$ cat src/hdl/bmp24_pkg.sv
// Types, codes and constants of the 24-bit BMP stream decoder.
// No dependencies; used by the interfaces and all decoder modules.
package bmp24_pkg;

  localparam int MAX_DIM = 4096;
  localparam int DIM_W   = 13;
  localparam int POS_W   = 12;
  localparam int HPOS_W  = 6;

  typedef logic [7:0]        byte_t;
  typedef logic [DIM_W-1:0]  dim_t;
  typedef logic [POS_W-1:0]  pos_t;
  typedef logic [HPOS_W-1:0] hpos_t;

  typedef enum logic [1:0] {
    KIND_HEADER = 2'd0,
    KIND_PIXEL  = 2'd1,
    KIND_ERROR  = 2'd2
  } kind_e;

  typedef enum logic [1:0] {
    ERR_NOT_BMP   = 2'd0,
    ERR_NOT_24    = 2'd1,
    ERR_TOO_LARGE = 2'd2
  } err_e;

  localparam byte_t SIG_B     = 8'h42;
  localparam byte_t SIG_M     = 8'h4D;
  localparam logic [15:0] DEPTH_24 = 16'd24;

  localparam hpos_t POS_SIG_END    = 6'd1;
  localparam hpos_t POS_WIDTH_END  = 6'd21;
  localparam hpos_t POS_HEIGHT_END = 6'd25;
  localparam hpos_t POS_DEPTH_END  = 6'd29;
  localparam hpos_t POS_HDR_LAST   = 6'd53;

  localparam dim_t DIM_MAX      = DIM_W'(MAX_DIM);
  localparam dim_t DIM_TOO_BIG  = DIM_W'(MAX_DIM + 1);

  typedef struct packed {
    byte_t file_byte;
    logic  file_start;
  } item_t;

  typedef struct packed {
    kind_e kind;
    err_e  error_code;
    byte_t red;
    byte_t green;
    byte_t blue;
    pos_t  column;
    pos_t  row;
    dim_t  image_width;
    dim_t  image_height;
    logic  last;
  } result_t;

  function automatic dim_t clamp_dim(logic [31:0] v);
    return (v > 32'(MAX_DIM)) ? DIM_TOO_BIG : v[DIM_W-1:0];
  endfunction

endpackage

$ cat src/hdl/bmp24_if.sv
// Valid/ready channels of the decoder: file bytes in, results out.
// Depends on bmp24_pkg.
interface bmp24_byte_if;
  import bmp24_pkg::*;
  logic  valid;
  logic  ready;
  byte_t file_byte;
  logic  file_start;
  modport source (output valid, file_byte, file_start, input ready);
  modport sink   (input valid, file_byte, file_start, output ready);
endinterface

interface bmp24_result_if;
  import bmp24_pkg::*;
  logic        valid;
  logic        ready;
  logic [1:0]  kind;
  logic [1:0]  error_code;
  byte_t       red;
  byte_t       green;
  byte_t       blue;
  pos_t        column;
  pos_t        row;
  dim_t        image_width;
  dim_t        image_height;
  logic        last;
  modport source (output valid, kind, error_code, red, green, blue, column, row,
                  image_width, image_height, last, input ready);
  modport sink   (input valid, kind, error_code, red, green, blue, column, row,
                  image_width, image_height, last, output ready);
endinterface

$ cat src/hdl/bmp24_in_stage.sv
// Input register of the decoder: captures one file byte per cycle while take_i frees it.
// Depends on bmp24_pkg and bmp24_byte_if.
module bmp24_in_stage (
  input  logic               clk_i,
  input  logic               rst_ni,
  bmp24_byte_if.sink         byte_i,
  input  logic               take_i,
  output logic               valid_o,
  output bmp24_pkg::item_t   item_o
);
  import bmp24_pkg::*;

  logic  valid_q;
  item_t item_q;
  logic  load;

  assign byte_i.ready = !valid_q || take_i;
  assign load         = byte_i.valid && byte_i.ready;

  always_ff @(posedge clk_i or negedge rst_ni) begin
    if (!rst_ni) begin
      valid_q <= 1'b0;
    end else if (load) begin
      valid_q <= 1'b1;
    end else if (take_i) begin
      valid_q <= 1'b0;
    end
  end

  always_ff @(posedge clk_i) begin
    if (load) begin
      item_q.file_byte  <= byte_i.file_byte;
      item_q.file_start <= byte_i.file_start;
    end
  end

  assign valid_o = valid_q;
  assign item_o  = item_q;

endmodule

$ cat src/hdl/bmp24_parser.sv
// Header and pixel parser: parse state, header fields and pixel assembly.
// Depends on bmp24_pkg.
module bmp24_parser (
  input  logic                clk_i,
  input  logic                rst_ni,
  input  logic                take_i,
  input  bmp24_pkg::item_t    item_i,
  output logic                res_valid_o,
  output bmp24_pkg::result_t  res_o
);
  import bmp24_pkg::*;

  localparam logic [1:0] PHASE_HEADER = 2'd0;
  localparam logic [1:0] PHASE_PIXEL  = 2'd1;
  localparam logic [1:0] PHASE_DONE   = 2'd2;

  logic [1:0]  phase_q, phase, phase_d;
  hpos_t       hpos_q, hpos, hpos_d;
  logic [31:0] shift_q, shift, shift_d, shift_new;
  dim_t        width_q, width, width_d;
  dim_t        height_q, height, height_d;
  pos_t        col_q, col, col_d;
  pos_t        row_q, row, row_d;
  logic [1:0]  bip_q, bip, bip_d;
  byte_t       blue_q, blue, blue_d;
  byte_t       green_q, green, green_d;
  logic [1:0]  pad_q, pad, pad_d;
  dim_t        col_inc, row_inc;
  logic        empty;
  logic        res_valid;
  result_t     res;

  always_comb begin
    phase  = item_i.file_start ? PHASE_HEADER : phase_q;
    hpos   = item_i.file_start ? '0 : hpos_q;
    shift  = item_i.file_start ? '0 : shift_q;
    width  = item_i.file_start ? '0 : width_q;
    height = item_i.file_start ? '0 : height_q;
    col    = item_i.file_start ? '0 : col_q;
    row    = item_i.file_start ? '0 : row_q;
    bip    = item_i.file_start ? '0 : bip_q;
    blue   = item_i.file_start ? '0 : blue_q;
    green  = item_i.file_start ? '0 : green_q;
    pad    = item_i.file_start ? '0 : pad_q;

    phase_d  = phase;
    hpos_d   = hpos;
    shift_d  = shift;
    width_d  = width;
    height_d = height;
    col_d    = col;
    row_d    = row;
    bip_d    = bip;
    blue_d   = blue;
    green_d  = green;
    pad_d    = pad;

    shift_new = {item_i.file_byte, shift[31:8]};
    col_inc   = {1'b0, col} + DIM_W'(1);
    row_inc   = {1'b0, row} + DIM_W'(1);
    empty     = (width == '0) || (height == '0);
    res_valid = 1'b0;
    res       = '0;

    case (phase)
      PHASE_HEADER: begin
        shift_d = shift_new;
        hpos_d  = hpos + HPOS_W'(1);
        case (hpos)
          POS_SIG_END: begin
            if (shift_new[23:16] != SIG_B || shift_new[31:24] != SIG_M) begin
              phase_d        = PHASE_DONE;
              res_valid      = 1'b1;
              res.kind       = KIND_ERROR;
              res.error_code = ERR_NOT_BMP;
              res.last       = 1'b1;
            end
          end
          POS_WIDTH_END: begin
            width_d = clamp_dim(shift_new);
          end
          POS_HEIGHT_END: begin
            height_d = clamp_dim(shift_new);
          end
          POS_DEPTH_END: begin
            if (shift_new[31:16] != DEPTH_24) begin
              phase_d        = PHASE_DONE;
              res_valid      = 1'b1;
              res.kind       = KIND_ERROR;
              res.error_code = ERR_NOT_24;
              res.last       = 1'b1;
            end else if (width > DIM_MAX || height > DIM_MAX) begin
              phase_d        = PHASE_DONE;
              res_valid      = 1'b1;
              res.kind       = KIND_ERROR;
              res.error_code = ERR_TOO_LARGE;
              res.last       = 1'b1;
            end
          end
          POS_HDR_LAST: begin
            phase_d          = empty ? PHASE_DONE : PHASE_PIXEL;
            res_valid        = 1'b1;
            res.kind         = KIND_HEADER;
            res.image_width  = width;
            res.image_height = height;
            res.last         = empty;
          end
          default: ;
        endcase
      end
      PHASE_PIXEL: begin
        if (pad != 2'd0) begin
          pad_d = pad - 2'd1;
        end else begin
          case (bip)
            2'd0: begin
              blue_d = item_i.file_byte;
              bip_d  = 2'd1;
            end
            2'd1: begin
              green_d = item_i.file_byte;
              bip_d   = 2'd2;
            end
            default: begin
              bip_d            = 2'd0;
              res_valid        = 1'b1;
              res.kind         = KIND_PIXEL;
              res.red          = item_i.file_byte;
              res.green        = green;
              res.blue         = blue;
              res.column       = col;
              res.row          = row;
              res.image_width  = width;
              res.image_height = height;
              if (col_inc >= width) begin
                col_d = '0;
                if (row_inc >= height) begin
                  res.last = 1'b1;
                  phase_d  = PHASE_DONE;
                end else begin
                  row_d = row_inc[POS_W-1:0];
                  pad_d = width[1:0];
                end
              end else begin
                col_d = col_inc[POS_W-1:0];
              end
            end
          endcase
        end
      end
      default: ;
    endcase
  end

  always_ff @(posedge clk_i or negedge rst_ni) begin
    if (!rst_ni) begin
      phase_q  <= PHASE_HEADER;
      hpos_q   <= '0;
      shift_q  <= '0;
      width_q  <= '0;
      height_q <= '0;
      col_q    <= '0;
      row_q    <= '0;
      bip_q    <= '0;
      blue_q   <= '0;
      green_q  <= '0;
      pad_q    <= '0;
    end else if (take_i) begin
      phase_q  <= phase_d;
      hpos_q   <= hpos_d;
      shift_q  <= shift_d;
      width_q  <= width_d;
      height_q <= height_d;
      col_q    <= col_d;
      row_q    <= row_d;
      bip_q    <= bip_d;
      blue_q   <= blue_d;
      green_q  <= green_d;
      pad_q    <= pad_d;
    end
  end

  assign res_valid_o = res_valid;
  assign res_o       = res;

endmodule

$ cat src/hdl/bmp24_out_stage.sv
// Result register of the decoder, driving the result channel.
// Depends on bmp24_pkg and bmp24_result_if.
module bmp24_out_stage (
  input  logic                clk_i,
  input  logic                rst_ni,
  input  logic                load_i,
  input  bmp24_pkg::result_t  res_i,
  output logic                free_o,
  bmp24_result_if.source      result_o
);
  import bmp24_pkg::*;

  logic    valid_q;
  result_t res_q;

  assign free_o = !valid_q || result_o.ready;

  always_ff @(posedge clk_i or negedge rst_ni) begin
    if (!rst_ni) begin
      valid_q <= 1'b0;
    end else if (load_i) begin
      valid_q <= 1'b1;
    end else if (result_o.ready) begin
      valid_q <= 1'b0;
    end
  end

  always_ff @(posedge clk_i) begin
    if (load_i) begin
      res_q <= res_i;
    end
  end

  assign result_o.valid        = valid_q;
  assign result_o.kind         = res_q.kind;
  assign result_o.error_code   = res_q.error_code;
  assign result_o.red          = res_q.red;
  assign result_o.green        = res_q.green;
  assign result_o.blue         = res_q.blue;
  assign result_o.column       = res_q.column;
  assign result_o.row          = res_q.row;
  assign result_o.image_width  = res_q.image_width;
  assign result_o.image_height = res_q.image_height;
  assign result_o.last         = res_q.last;

endmodule

$ cat src/hdl/bmp24_stream_decoder_unit.sv
// Decoder for uncompressed 24-bit BMP files, one file byte per item in and
// header, pixel or error results out. Takes one byte every cycle while the
// result side keeps up; an accepted byte is held in the input register until
// the parser takes it and writes any result into the result register,
// and the result register reloads in the same cycle its waiting result is taken.
// Raise file_start on the first byte of each file; bytes after the final
// result of a file are dropped until the next file_start. No clearing pass
// after reset. Depends on bmp24_pkg, bmp24_if and the three stage modules.
module bmp24_stream_decoder_unit (
  input  logic            clk_i,
  input  logic            rst_ni,
  bmp24_byte_if.sink      byte_i,
  bmp24_result_if.source  result_o
);
  import bmp24_pkg::*;

  logic    in_valid;
  item_t   in_item;
  logic    out_free;
  logic    take;
  logic    res_valid;
  result_t res;

  assign take = in_valid && out_free;

  bmp24_in_stage u_in (
    .clk_i   (clk_i),
    .rst_ni  (rst_ni),
    .byte_i  (byte_i),
    .take_i  (take),
    .valid_o (in_valid),
    .item_o  (in_item)
  );

  bmp24_parser u_parser (
    .clk_i       (clk_i),
    .rst_ni      (rst_ni),
    .take_i      (take),
    .item_i      (in_item),
    .res_valid_o (res_valid),
    .res_o       (res)
  );

  bmp24_out_stage u_out (
    .clk_i    (clk_i),
    .rst_ni   (rst_ni),
    .load_i   (take && res_valid),
    .res_i    (res),
    .free_o   (out_free),
    .result_o (result_o)
  );

endmodule

$ cat src/flat_wrapper.sv
// flat-port wrapper written by rule: the top's interface ports become plain ports
module bmp24_stream_decoder_unit_flat import bmp24_pkg::*;
  (clk_i, rst_ni, byte_i_valid, byte_i_file_byte, byte_i_file_start, byte_i_ready, result_o_valid, result_o_kind, result_o_error_code, result_o_red, result_o_green, result_o_blue, result_o_column, result_o_row, result_o_image_width, result_o_image_height, result_o_last, result_o_ready);
  bmp24_byte_if byte_i_i ();
  bmp24_result_if result_o_i ();
  input  logic clk_i;
  input  logic rst_ni;
  input wire logic [$bits(byte_i_i.valid)-1:0] byte_i_valid;
  input wire logic [$bits(byte_i_i.file_byte)-1:0] byte_i_file_byte;
  input wire logic [$bits(byte_i_i.file_start)-1:0] byte_i_file_start;
  output wire logic [$bits(byte_i_i.ready)-1:0] byte_i_ready;
  output wire logic [$bits(result_o_i.valid)-1:0] result_o_valid;
  output wire logic [$bits(result_o_i.kind)-1:0] result_o_kind;
  output wire logic [$bits(result_o_i.error_code)-1:0] result_o_error_code;
  output wire logic [$bits(result_o_i.red)-1:0] result_o_red;
  output wire logic [$bits(result_o_i.green)-1:0] result_o_green;
  output wire logic [$bits(result_o_i.blue)-1:0] result_o_blue;
  output wire logic [$bits(result_o_i.column)-1:0] result_o_column;
  output wire logic [$bits(result_o_i.row)-1:0] result_o_row;
  output wire logic [$bits(result_o_i.image_width)-1:0] result_o_image_width;
  output wire logic [$bits(result_o_i.image_height)-1:0] result_o_image_height;
  output wire logic [$bits(result_o_i.last)-1:0] result_o_last;
  input wire logic [$bits(result_o_i.ready)-1:0] result_o_ready;
  assign byte_i_i.valid = byte_i_valid;
  assign byte_i_i.file_byte = byte_i_file_byte;
  assign byte_i_i.file_start = byte_i_file_start;
  assign byte_i_ready = byte_i_i.ready;
  assign result_o_valid = result_o_i.valid;
  assign result_o_kind = result_o_i.kind;
  assign result_o_error_code = result_o_i.error_code;
  assign result_o_red = result_o_i.red;
  assign result_o_green = result_o_i.green;
  assign result_o_blue = result_o_i.blue;
  assign result_o_column = result_o_i.column;
  assign result_o_row = result_o_i.row;
  assign result_o_image_width = result_o_i.image_width;
  assign result_o_image_height = result_o_i.image_height;
  assign result_o_last = result_o_i.last;
  assign result_o_i.ready = result_o_ready;
  bmp24_stream_decoder_unit u_core (.clk_i(clk_i), .rst_ni(rst_ni), .byte_i(byte_i_i), .result_o(result_o_i));
endmodule
$ cat config.mk
export PLATFORM = sky130hd
export DESIGN_NAME = bmp24_stream_decoder_unit_flat
export DESIGN_NICKNAME = d
export VERILOG_FILES = /design/src/hdl/bmp24_pkg.sv /design/src/hdl/bmp24_if.sv /design/src/hdl/bmp24_in_stage.sv /design/src/hdl/bmp24_parser.sv /design/src/hdl/bmp24_out_stage.sv /design/src/hdl/bmp24_stream_decoder_unit.sv /design/src/flat_wrapper.sv
export SDC_FILE = /design/constraint.sdc
export NUM_CORES = 1
export LEC_CHECK = 0
export BUFFER_PORTS_ARGS = -buffer_cell sky130_fd_sc_hd__buf_2
export CAP_MARGIN = 20
export CORE_UTILIZATION = 52
export DETAILED_ROUTE_END_ITERATION = 10
export PLACE_DENSITY = 0.8
export SLEW_MARGIN = 10
export SYNTH_ARGS = -nofsm -noshare
export SYNTH_HDL_FRONTEND = slang
export SYNTH_SLANG_ARGS = --single-unit
$ cat constraint.sdc
create_clock -name clk_i -period 11.45 [get_ports clk_i]
set_input_delay 2.29 -clock clk_i [delete_from_list [all_inputs] [get_ports clk_i]]
set_output_delay 2.29 -clock clk_i [all_outputs]
set_load 0.05 [all_outputs]
==> results.py, run 1 <==
metrics = {
    "layout": {
        "multi_input_area_mm2": 0.003679,
        "final_common_cell": "sky130_fd_sc_hd__nand2_1",
        "final_standard_cell_utilization_of_the_core_pct": 60.61,
        "syn_to_final_growth_pct": 14.21,
        "layout_common_cells": "sky130_fd_sc_hd__nand2_1, sky130_fd_sc_hd__dfrtp_1, sky130_fd_sc_hd__buf_2, sky130_fd_sc_hd__edfxtp_1, sky130_fd_sc_hd__and2_1",
        "fillers": 1407,
        "layoutNonFillerInstCount": 1147,
        "finalInstanceArea_mm2": 0.01041,
        "sequential_cell_area_mm2": 0.005245,
        "diodes": 0,
        "drive_gt1_share_pct": 17.68,
        "nets": 952,
    },
    "timing": {
        "timing.max_slew.rel_slack_pct": 24.07,
        "setup-tns-final_ps": 0,
        "final_critical_path_setup_slack_ps": 6362,
        "slew_viol_final": 0,
        "period_share_pct": 44.44,
        "setup_violations": 0,
        "layout_min_cycle_time_ps": 5088,
        "worst-slew-pin-transition_ps": 1131,
        "clock.fmax_mhz": 196.5,
        "clock_skew_ps": 10.35,
        "finalHoldViolCount": 0,
        "rsz0062_at_grt": "false",
    },
    "setup_path": {
        "r2r_path_end": "u_core.u_parser.row_q[11]$_DFFE_PN0P_",
        "crit_arrival_ps": 2800,
        "setup.worst_path.start_class": "primary input",
        "reg2reg_from": "u_core.u_in.item_o[0]$_DFFE_PP_",
        "path_max_fanout": 3,
        "end_kind": "output port",
        "worst-r2r-cell-count": 16,
        "reg2reg_setup_slack_ps": 6770,
        "worst-setup-path-type": "in -> out",
        "critical_path_required_ps": 9160,
    },
    "clocking": {
        "numCtsBuffers": 17,
        "post_cts.repair.setup_buffers": 0,
        "clock_sink_count": 192,
        "clk_path_buf_depth": 2,
        "clk_transition_reported_paths_ps": 70,
        "tritoncts": "built",
        "post_cts_resized": 0,
        "ctsHoldBuffers": 0,
        "clock_latency_ps": 440,
        "clockRootBuffer": "sky130_fd_sc_hd__clkbuf_16",
        "cts_max_level": 4,
    },
    "logic_synthesis": {
        "mappedNetlistNets": 871,
        "synth-async-reset-ratio_pct": 54.17,
        "synth_seq_cells": 192,
        "seq_area_frac_synth_pct": 57.54,
        "count_of_yosys_warnings_during_synthesis": 0,
        "synth_cells": 828,
        "number_of_enable_flip_flop_cells_after_synthesis": 88,
        "post_synth_num_cell_types": 63,
        "syn-mean-instance-area_um2": 11.01,
        "synth.cell_area_mm2": 0.009115,
        "synth_flop_cell": "sky130_fd_sc_hd__dfrtp_1",
    },
    "grt": {
        "gr-usage-all-layers_pct": 23.63,
        "grt_first_pass_wirelength_mm": 32.88,
        "antenna_violations_before_repair": 0,
        "globalRouteOverflowTotal": 0,
        "grt_max_degree": 80,
        "grt_pass1_vias": 6272,
    },
    "run_status": {
        "status": "complete, but fails checks",
        "violated_checks": "design-rule violations",
    },
    "route": {
        "drt-vias-per-instance": 5.872,
        "drc": 1,
        "first_pass_iters": 8,
        "route.detailed.wl_per_inst_um": 17.80,
        "dr_total_vias": 6735,
        "routed_wirelength_mm": 20.42,
        "ant_nets": 0,
        "drt-initial-drc-count": 720,
    },
    "floorplan": {
        "die_area_mm2": 0.01806,
        "placementRows": 48,
        "placeableCoreArea_mm2": 0.01718,
        "num_io_pins": 94,
        "chipWidth_um": 134.4,
        "floorplan.initialDensity_pct": 53.07,
        "chipHeight_um": 134.4,
    },
    "min_path": {
        "hold_path_end": "u_core.u_parser.blue_q[6]$_DFFE_PN0P_",
        "holdCritPathClass": "reg -> reg",
        "hold_path_depth": 1,
        "hold_start": "u_core.u_parser.blue_q[6]$_DFFE_PN0P_",
    },
    "job": {
        "total_of_max_cap_violations": 0,
    },
    "place": {
        "placed_cells_incl_taps": 1115,
        "post-place-ws_ps": 6362,
        "post_dp_cell_area_mm2": 0.009776,
        "port_buffers": 93,
        "gpl.final_weighted_congestion": 0.8568,
        "detailed_place_hpwl_mm": 13.49,
    },
    "pwr": {
        "vdd_ir_max_mv": 0.1053,
        "pwr_density_cell_mw_per_mm2": 181.4,
        "static-leakage-power_nw": 4.350,
    },
}
## logic make-up after synthesis
group,synth area share [%]
and+or+nand+nor,20.11
DFF,57.54
AOI/OAI and AO/OA,13.25
buffers and inverters,2.141
adders and majority gates,4.118
xor gates and xnor gates,1.730
muxes,1.112
## cells in the mapped netlist (all sizes together) (10+ instances only)
cell type	number	area, um^2
o21ai	59	295.3
ha	30	375.4
nand2	119	446.7
a21oi	35	175.2
a22o	37	324.1
buf	12	56.30
nor3	14	80.08
nand2b	10	62.56
nor4	19	137.6
nor2	46	193.9
and2	48	300.3
edfxtp	88	2643
dfrtp	104	2603
nand3	25	125.1
clkbuf	28	105.1
nor2b	37	231.5
## critical path: stages
cell	delay [ps]
sky130_fd_sc_hd__buf_2	100
sky130_fd_sc_hd__nand3b_1	180
sky130_fd_sc_hd__buf_2	230
## worst max-delay path by stage
stage	start	endpoint	slack, ps	cells after the start
floorplan	result_o_ready	byte_i_ready	6390	1
global placement	result_o_ready	byte_i_ready	6380	3
detailed placement	result_o_ready	byte_i_ready	6360	3
CTS	result_o_ready	byte_i_ready	6360	3
global route	result_o_ready	byte_i_ready	6330	3
finish	result_o_ready	byte_i_ready	6360	3
## routing by layer
| metal | global-route usage [%] | vias to the layer above | share of wire (%) |
|---|---|---|---|
| met1 | 32.36 | 3266 | 43 |
| met2 | 37.54 | 259 | 49 |
| met5 | 0 | - | 0 |
| met4 | 8.864 | 0 | 2.0 |
| li1 | - | 3168 | - |
| met3 | 4.460 | 42 | 5.9 |
## flip-flops by register name, summed over array words and instances (netlist names), 2 cells and up
| register | count |
|---|---|
| u_core.u_parser.row_q | 12 |
| u_core.u_out.result_o.image_height | 13 |
| u_core.u_out.result_o.image_width | 13 |
| u_core.u_out.result_o.red | 8 |
| u_core.u_parser.hpos_q | 6 |
| u_core.u_out.result_o.row | 12 |
| u_core.u_in.item_o | 9 |
| u_core.u_parser.col_q | 12 |
| u_core.u_parser.shift_q | 24 |
| u_core.u_parser.bip_q | 2 |
| u_core.u_out.result_o.green | 8 |
| u_core.u_parser.green_q | 8 |
| u_core.u_out.result_o.error_code | 2 |
| u_core.u_out.result_o.kind | 2 |
| u_core.u_out.result_o.blue | 8 |
| u_core.u_parser.phase_q | 2 |
| u_core.u_parser.width_q | 13 |
| u_core.u_out.result_o.column | 12 |
| u_core.u_parser.blue_q | 8 |
| u_core.u_parser.pad_q | 2 |
| u_core.u_parser.height_q | 13 |
## final cells by class
cell class	count	share of cell area, %
clock buffer	19	4.159
clock inverter	13	1.935
inverter	9	0.3365
multi-input combinational	587	35.34
sequential	192	50.38
tap	225	2.704
timing repair buffer	102	5.144
## through the flow
stage	hold slack, ps	total power [W]
floorplan	450.2	0.001154
global placement	466.0	0.001248
detailed placement	477.1	0.001259
CTS	497.0	0.001893
global route	509.3	0.001964
finish	498.9	0.001888
## power by group
group	internal, W	switching (W)	total, W	leakage, nW
sequential	0.000808	0.0000798	0.000887	2.24
clock	0.000371	0.000266	0.000637	0.306
combinational	0.000106	0.000258	0.000363	1.80
Note: power is estimated with default switching activity, not from simulation.
==> run 2, diff against run 1 <==
==> constraint.sdc (replaced) <==
create_clock -name clk_i -period 4.7 [get_ports clk_i]
set_input_delay 0.94 -clock clk_i [delete_from_list [all_inputs] [get_ports clk_i]]
set_output_delay 0.94 -clock clk_i [all_outputs]
set_load 0.05 [all_outputs]
==> results.py, run 2 (synthesis gave the netlist of run 1 again) <==
metrics = {
    "clocking": {
        "clk_path_buf_depth": 2,
        "clockRootBuffer": "sky130_fd_sc_hd__clkbuf_16",
        "clock_sink_count": 192,
        "post_cts_resized": 0,
        "clock_latency_ps": 440,
        "clk_transition_reported_paths_ps": 70,
        "post_cts.repair.setup_buffers": 0,
        "ctsHoldBuffers": 0,
        "numCtsBuffers": 17,
        "tritoncts": "built",
        "cts_max_level": 4,
    },
    "timing": {
        "worst-slew-pin-transition_ps": 842.7,
        "rsz0062_at_grt": "false",
        "clock.fmax_mhz": 236.3,
        "finalHoldViolCount": 0,
        "slew_viol_final": 0,
        "timing.max_slew.rel_slack_pct": 43.35,
        "setup-tns-final_ps": 0,
        "setup_violations": 0,
        "period_share_pct": 90.03,
        "clock_skew_ps": 8.150,
        "layout_min_cycle_time_ps": 4231,
    },
    "place": {
        "gpl.final_weighted_congestion": 0.9247,
        "detailed_place_hpwl_mm": 14.15,
        "post_dp_cell_area_mm2": 0.009833,
        "placed_cells_incl_taps": 1121,
        "port_buffers": 93,
    },
    "setup_path": {
        "setup.worst_path.start_class": "flop",
        "cp_cell_instances": "nor2b_1 > ha_1 > nand2_1 > nor3_1 > and3_1 > nand3_1 > xor2_1 > nor2_1 > ha_1 > and4_1 > a221oi_1 > nand2_1 > nor3_2 > a21oi_1 > a211o_1",
        "cp_num_buf_inv": 0,
        "critical_path.top_delay_family": "simple AND/OR/NAND/NOR gates",
        "end_kind": "flop",
        "critical_path.max_stage_delay_ps": 490,
        "critical_path_required_ps": 5030,
        "path_max_fanout": 9,
        "worst-r2r-cell-count": 15,
        "critical-path-slowest-cell": "sky130_fd_sc_hd__edfxtp_1",
        "cp.depth": 15,
        "worst-setup-path-type": "reg -> reg",
        "crit_arrival_ps": 4560,
    },
    "job": {
        "total_of_max_cap_violations": 0,
    },
    "floorplan": {
        "placeableCoreArea_mm2": 0.01718,
        "placementRows": 48,
        "num_io_pins": 94,
        "die_area_mm2": 0.01806,
        "chipWidth_um": 134.4,
        "chipHeight_um": 134.4,
        "floorplan.initialDensity_pct": 53.07,
    },
    "layout": {
        "nets": 959,
        "diodes": 0,
        "final_common_cell": "sky130_fd_sc_hd__nand2_1",
        "largest_register_ff_count": 24,
        "syn_to_final_growth_pct": 14.34,
        "largest_register": "u_core.u_parser.shift_q",
        "layout_common_cells": "sky130_fd_sc_hd__nand2_1, sky130_fd_sc_hd__dfrtp_1, sky130_fd_sc_hd__buf_2, sky130_fd_sc_hd__edfxtp_1, sky130_fd_sc_hd__and2_1",
        "layoutNonFillerInstCount": 1154,
        "fillers": 1390,
        "drive_gt1_share_pct": 18.19,
        "finalInstanceArea_mm2": 0.01042,
    },
    "run_status": {
        "violated_checks": "design-rule violations",
        "status": "complete, but fails checks",
    },
    "route": {
        "ant_nets": 0,
        "route.detailed.wl_per_inst_um": 17.79,
        "routed_wirelength_mm": 20.53,
        "dr_total_vias": 6811,
        "drt-initial-drc-count": 653,
        "drc": 1,
        "first_pass_iters": 8,
        "drt-vias-per-instance": 5.902,
    },
    "pwr": {
        "pwr_density_cell_mw_per_mm2": 431.5,
        "switching_part_of_the_total_power_pct": 32.53,
        "static-leakage-power_nw": 4.367,
        "seq_power_share_pct": 47.9,
        "internal-power_w": 0.003035,
        "power.net_switching_w": 0.001463,
        "p_comb_share_pct": 19.9,
        "vdd_ir_max_mv": 0.2999,
        "p_clk_share_pct": 32.2,
    },
    "grt": {
        "grt-busiest-layer": "met2",
        "gr-usage-met3_pct": 4.686,
        "grt_pass1_vias": 6285,
        "antenna_violations_before_repair": 0,
        "met2_usage_pct": 36.61,
        "grt_max_degree": 56,
        "grt.met1_usage_pct": 33.77,
        "globalRouteOverflowTotal": 0,
        "grt_first_pass_wirelength_mm": 33.02,
        "gr-usage-all-layers_pct": 23.99,
    },
    "min_path": {
        "holdCritPathClass": "in -> async",
    },
}
run 2: changes by cell type in the layout (fill, tap and decap cells not counted):
cell / change
sky130_fd_sc_hd__buf_4: +6
sky130_fd_sc_hd__bufinv_16: -2
sky130_fd_sc_hd__buf_12: +1
sky130_fd_sc_hd__clkinv_1: +1
sky130_fd_sc_hd__clkinv_8: -1
sky130_fd_sc_hd__inv_6: +1
sky130_fd_sc_hd__inv_8: +1
run 2: area by class of cell:
| type | instances | area, um^2 | share of cell area [%] |
|---|---|---|---|
| clock buffers | 19 | 432.9 | 4.154 |
| well taps | 225 | 281.5 | 2.701 |
| flip-flops and latches | 192 | 5245 | 50.32 |
| clock inverters | 13 | 148.9 | 1.429 |
| inverters | 9 | 35.03 | 0.3361 |
| repair buffers | 109 | 600.6 | 5.762 |
| multi-input cells | 587 | 3679 | 35.29 |
run 2: metal layers:
| layer | share of wire, % | vias up |
|---|---|---|
| li1 | - | 3198 |
| met1 | 44 | 3298 |
| met2 | 48 | 266 |
| met3 | 6.0 | 49 |
| met4 | 2.2 | 0 |
| met5 | 0 | - |
run 2: power groups by stage:
stage / registers, W / clock network, W / logic (W)
after CTS: 0.00215 / 0.00146 / 0.000893
after detailed placement: 0.00218 / 0 / 0.000886
after global routing: 0.00218 / 0.00153 / 0.000978
after floorplan: 0.00233 / 0 / 0.000483
final: 0.00216 / 0.00145 / 0.000893
after global placement: 0.00218 / 0 / 0.000868
run 2: per-stage QoR:
stage / worst slack, ps / hold WS [ps] / power, W / util, %
2_1_floorplan: 4.964 / 450.2 / 0.002812 / -
5_1_grt: 130.1 / 430.9 / 0.004681 / 60.68
6_report: 468.5 / 421.5 / 0.004498 / 60.68
3_5_place_dp: 581.5 / 473.5 / 0.003069 / 57.25
3_3_place_gp: 738.8 / 465.3 / 0.003046 / 57.25
4_1_cts: 556.3 / 424.8 / 0.004507 / 60.64
run 2: path summary, 6_finish.rpt:
| kind | start | end | slack, ps |
|---|---|---|---|
| max | u_core.u_in.item_o[0]$_DFFE_PP_ | u_core.u_parser.row_q[11]$_DFFE_PN0P_ | 470 |
| max in group asynchronous | rst_ni | u_core.u_parser.phase_q[0]$_DFFE_PN0P_ | 3230 |
| min | rst_ni | u_core.u_parser.width_q[11]$_DFFE_PN0P_ | 420 |
| max reg2reg | u_core.u_in.item_o[0]$_DFFE_PP_ | u_core.u_parser.row_q[11]$_DFFE_PN0P_ | 470 |
| min in group clk_i | u_core.u_parser.shift_q[20]$_DFFE_PN0P_ | u_core.u_parser.shift_q[20]$_DFFE_PN0P_ | 490 |
| min reg2reg | u_core.u_parser.shift_q[20]$_DFFE_PN0P_ | u_core.u_parser.shift_q[20]$_DFFE_PN0P_ | 490 |
==> run 3, diff against run 2 <==
--- a/config.mk
+++ b/config.mk
@@ -6,10 +6,10 @@
 export NUM_CORES = 1
 export LEC_CHECK = 0
 export BUFFER_PORTS_ARGS = -buffer_cell sky130_fd_sc_hd__buf_2
-export CAP_MARGIN = 20
 export CORE_UTILIZATION = 52
 export DETAILED_ROUTE_END_ITERATION = 10
 export PLACE_DENSITY = 0.8
+export REMOVE_ABC_BUFFERS = 1
 export SLEW_MARGIN = 10
 export SYNTH_ARGS = -nofsm -noshare
 export SYNTH_HDL_FRONTEND = slang
==> results.py, run 3 (synthesis gave the netlist of run 1 again) <==
metrics = {
    "pwr": {
        "p_clk_share_pct": 31.9,
        "pwr_density_cell_mw_per_mm2": 435.4,
        "internal-power_w": 0.002999,
        "power.net_switching_w": 0.001541,
        "switching_part_of_the_total_power_pct": 33.94,
        "vdd_ir_max_mv": 0.3014,
        "p_comb_share_pct": 20.3,
        "seq_power_share_pct": 47.7,
        "static-leakage-power_nw": 4.370,
    },
    "timing": {
        "clock.fmax_mhz": 229.9,
        "setup_violations": 0,
        "finalHoldViolCount": 0,
        "final_critical_path_setup_slack_ps": 351.0,
        "period_share_pct": 92.53,
        "slew_viol_final": 0,
        "clock_skew_ps": 10.76,
        "timing.max_slew.rel_slack_pct": 15.59,
        "rsz0062_at_grt": "false",
        "worst-slew-pin-transition_ps": 1258,
        "layout_min_cycle_time_ps": 4349,
    },
    "clocking": {
        "ctsHoldBuffers": 0,
        "cts_max_level": 4,
        "tritoncts": "built",
        "post_cts_resized": 0,
        "post_cts.repair.setup_buffers": 0,
        "clock_sink_count": 192,
        "clock_latency_ps": 450,
        "numCtsBuffers": 17,
        "clk_path_buf_depth": 2,
        "clk_transition_reported_paths_ps": 70,
        "clockRootBuffer": "sky130_fd_sc_hd__clkbuf_16",
    },
    "setup_path": {
        "worst-setup-path-type": "reg -> reg",
        "cp.depth": 15,
        "path_max_fanout": 9,
        "r2r_path_end": "u_core.u_parser.row_q[11]$_DFFE_PN0P_",
        "setup.worst_path.start_class": "flop",
        "cp_num_buf_inv": 0,
        "critical-path-slowest-cell": "sky130_fd_sc_hd__edfxtp_1",
        "critical_path_required_ps": 5030,
        "end_kind": "flop",
        "critical_path.max_stage_delay_ps": 520,
        "worst-r2r-cell-count": 15,
        "critical_path.top_delay_family": "simple AND/OR/NAND/NOR gates",
        "reg2reg_from": "u_core.u_in.item_o[0]$_DFFE_PP_",
        "crit_arrival_ps": 4680,
        "reg2reg_setup_slack_ps": 350,
        "cp_cell_instances": "nor2b_1 > ha_1 > nand2_1 > nor3_1 > and3_1 > nand3_1 > xor2_1 > nor2_1 > ha_1 > and4_1 > a221oi_1 > nand2_1 > nor3_2 > a21oi_1 > a211o_1",
    },
    "min_path": {
        "holdCritPathClass": "in -> async",
    },
    "place": {
        "detailed_place_hpwl_mm": 14.48,
        "gpl.final_weighted_congestion": 0.9443,
        "placed_cells_incl_taps": 1121,
        "port_buffers": 93,
        "post-place-ws_ps": 566.9,
        "post_dp_cell_area_mm2": 0.009836,
    },
    "layout": {
        "drive_gt1_share_pct": 18.53,
        "final_standard_cell_utilization_of_the_core_pct": 60.72,
        "layout_common_cells": "sky130_fd_sc_hd__nand2_1, sky130_fd_sc_hd__dfrtp_1, sky130_fd_sc_hd__buf_2, sky130_fd_sc_hd__edfxtp_1, sky130_fd_sc_hd__and2_1",
        "finalInstanceArea_mm2": 0.01043,
        "largest_register_ff_count": 24,
        "diodes": 0,
        "largest_register": "u_core.u_parser.shift_q",
        "final_common_cell": "sky130_fd_sc_hd__nand2_1",
        "syn_to_final_growth_pct": 14.41,
        "fillers": 1388,
        "layoutNonFillerInstCount": 1153,
        "nets": 958,
    },
    "route": {
        "first_pass_iters": 10,
        "ant_nets": 0,
        "drt-initial-drc-count": 737,
        "routed_wirelength_mm": 22.00,
        "drc": 1,
        "dr_total_vias": 6915,
        "drt-vias-per-instance": 5.997,
        "route.detailed.wl_per_inst_um": 19.08,
    },
    "grt": {
        "grt_max_degree": 60,
        "grt_first_pass_wirelength_mm": 35.09,
        "globalRouteOverflowTotal": 0,
        "grt_pass1_vias": 6567,
        "gr-usage-all-layers_pct": 25.51,
        "antenna_violations_before_repair": 0,
    },
    "floorplan": {
        "floorplan.initialDensity_pct": 53.07,
        "placementRows": 48,
        "chipHeight_um": 134.4,
        "placeableCoreArea_mm2": 0.01718,
        "die_area_mm2": 0.01806,
        "chipWidth_um": 134.4,
        "num_io_pins": 94,
    },
    "run_status": {
        "violated_checks": "design-rule violations",
        "status": "complete, but fails checks",
    },
    "job": {
        "total_of_max_cap_violations": 0,
    },
}
run 3: changes by cell type in the layout (fill, tap and decap cells not counted), moves of 2 or more:
cell	change
sky130_fd_sc_hd__clkbuf_1	-2
sky130_fd_sc_hd__clkinv_4	+2
sky130_fd_sc_hd__inv_6	-3
sky130_fd_sc_hd__inv_8	+4
run 3: power groups by stage:
stage / clock [W] / combinational [W] / sequential, W
after CTS: 0.00146 / 0.000916 / 0.00216
after floorplan: 0 / 0.000443 / 0.00235
after global placement: 0 / 0.000877 / 0.00219
final: 0.00145 / 0.000923 / 0.00217
after detailed placement: 0 / 0.000905 / 0.00219
after global routing: 0.00152 / 0.000992 / 0.00219
run 3: worst reg2reg max path, stage by stage, from the launching register on:
cell and delay [ps]:
sky130_fd_sc_hd__edfxtp_1 520, sky130_fd_sc_hd__nor2b_1 280, sky130_fd_sc_hd__ha_1 320, sky130_fd_sc_hd__nand2_1 80, sky130_fd_sc_hd__nor3_1 400, sky130_fd_sc_hd__and3_1 350, sky130_fd_sc_hd__nand3_1 130, sky130_fd_sc_hd__xor2_1 160
sky130_fd_sc_hd__nor2_1 130, sky130_fd_sc_hd__ha_1 260, sky130_fd_sc_hd__and4_1 220, sky130_fd_sc_hd__a221oi_1 260, sky130_fd_sc_hd__nand2_1 270, sky130_fd_sc_hd__nor3_2 460, sky130_fd_sc_hd__a21oi_1 140, sky130_fd_sc_hd__a211o_1 280
run 3: worst max-delay path by stage:
| stage | start | end |
|---|---|---|
| final | u_core.u_in.item_o[0]$_DFFE_PP_ | u_core.u_parser.row_q[11]$_DFFE_PN0P_ |
| after detailed placement | u_core.u_in.item_o[0]$_DFFE_PP_ | u_core.u_parser.row_q[11]$_DFFE_PN0P_ |
| after CTS | u_core.u_in.item_o[0]$_DFFE_PP_ | u_core.u_parser.col_q[8]$_DFFE_PN0P_ |
| after global routing | u_core.u_in.item_o[0]$_DFFE_PP_ | u_core.u_parser.row_q[1]$_DFFE_PN0P_ |
| after global placement | u_core.u_in.item_o[0]$_DFFE_PP_ | u_core.u_parser.row_q[11]$_DFFE_PN0P_ |
| after floorplan | u_core.u_in.item_o[0]$_DFFE_PP_ | u_core.u_out.result_o.blue[0]$_SDFFCE_PP0P_ |
run 3: final cells by class:
| class | count | area, um^2 | area share (%) |
|---|---|---|---|
| Sequential cell | 192 | 5245 | 50.29 |
| Clock inverter | 15 | 167.7 | 1.608 |
| Multi-Input combinational cell | 587 | 3681 | 35.30 |
| Inverter | 9 | 35.03 | 0.3359 |
| Clock buffer | 17 | 425.4 | 4.079 |
| Timing Repair Buffer | 108 | 593.1 | 5.687 |
| Tap cell | 225 | 281.5 | 2.699 |
run 3: per-layer routing:
layer / GRT usage, % / vias up / part of all wire (%)
li1: - / 3170 / -
met1: 34.12 / 3374 / 42
met2: 40.90 / 319 / 49
met3: 4.460 / 52 / 6.4
met4: 11.36 / 0 / 2.9
met5: 0 / - / 0
run 3: metrics by stage:
step           total power [W]  TNS (ps)  hold slack [ps]
2_1_floorplan         0.002795    -75310            450.2
3_3_place_gp          0.003065         0            464.7
3_5_place_dp          0.003098         0            473.7
4_1_cts               0.004540         0            406.3
5_1_grt               0.004705         0            426.1
6_report              0.004541         0            403.3
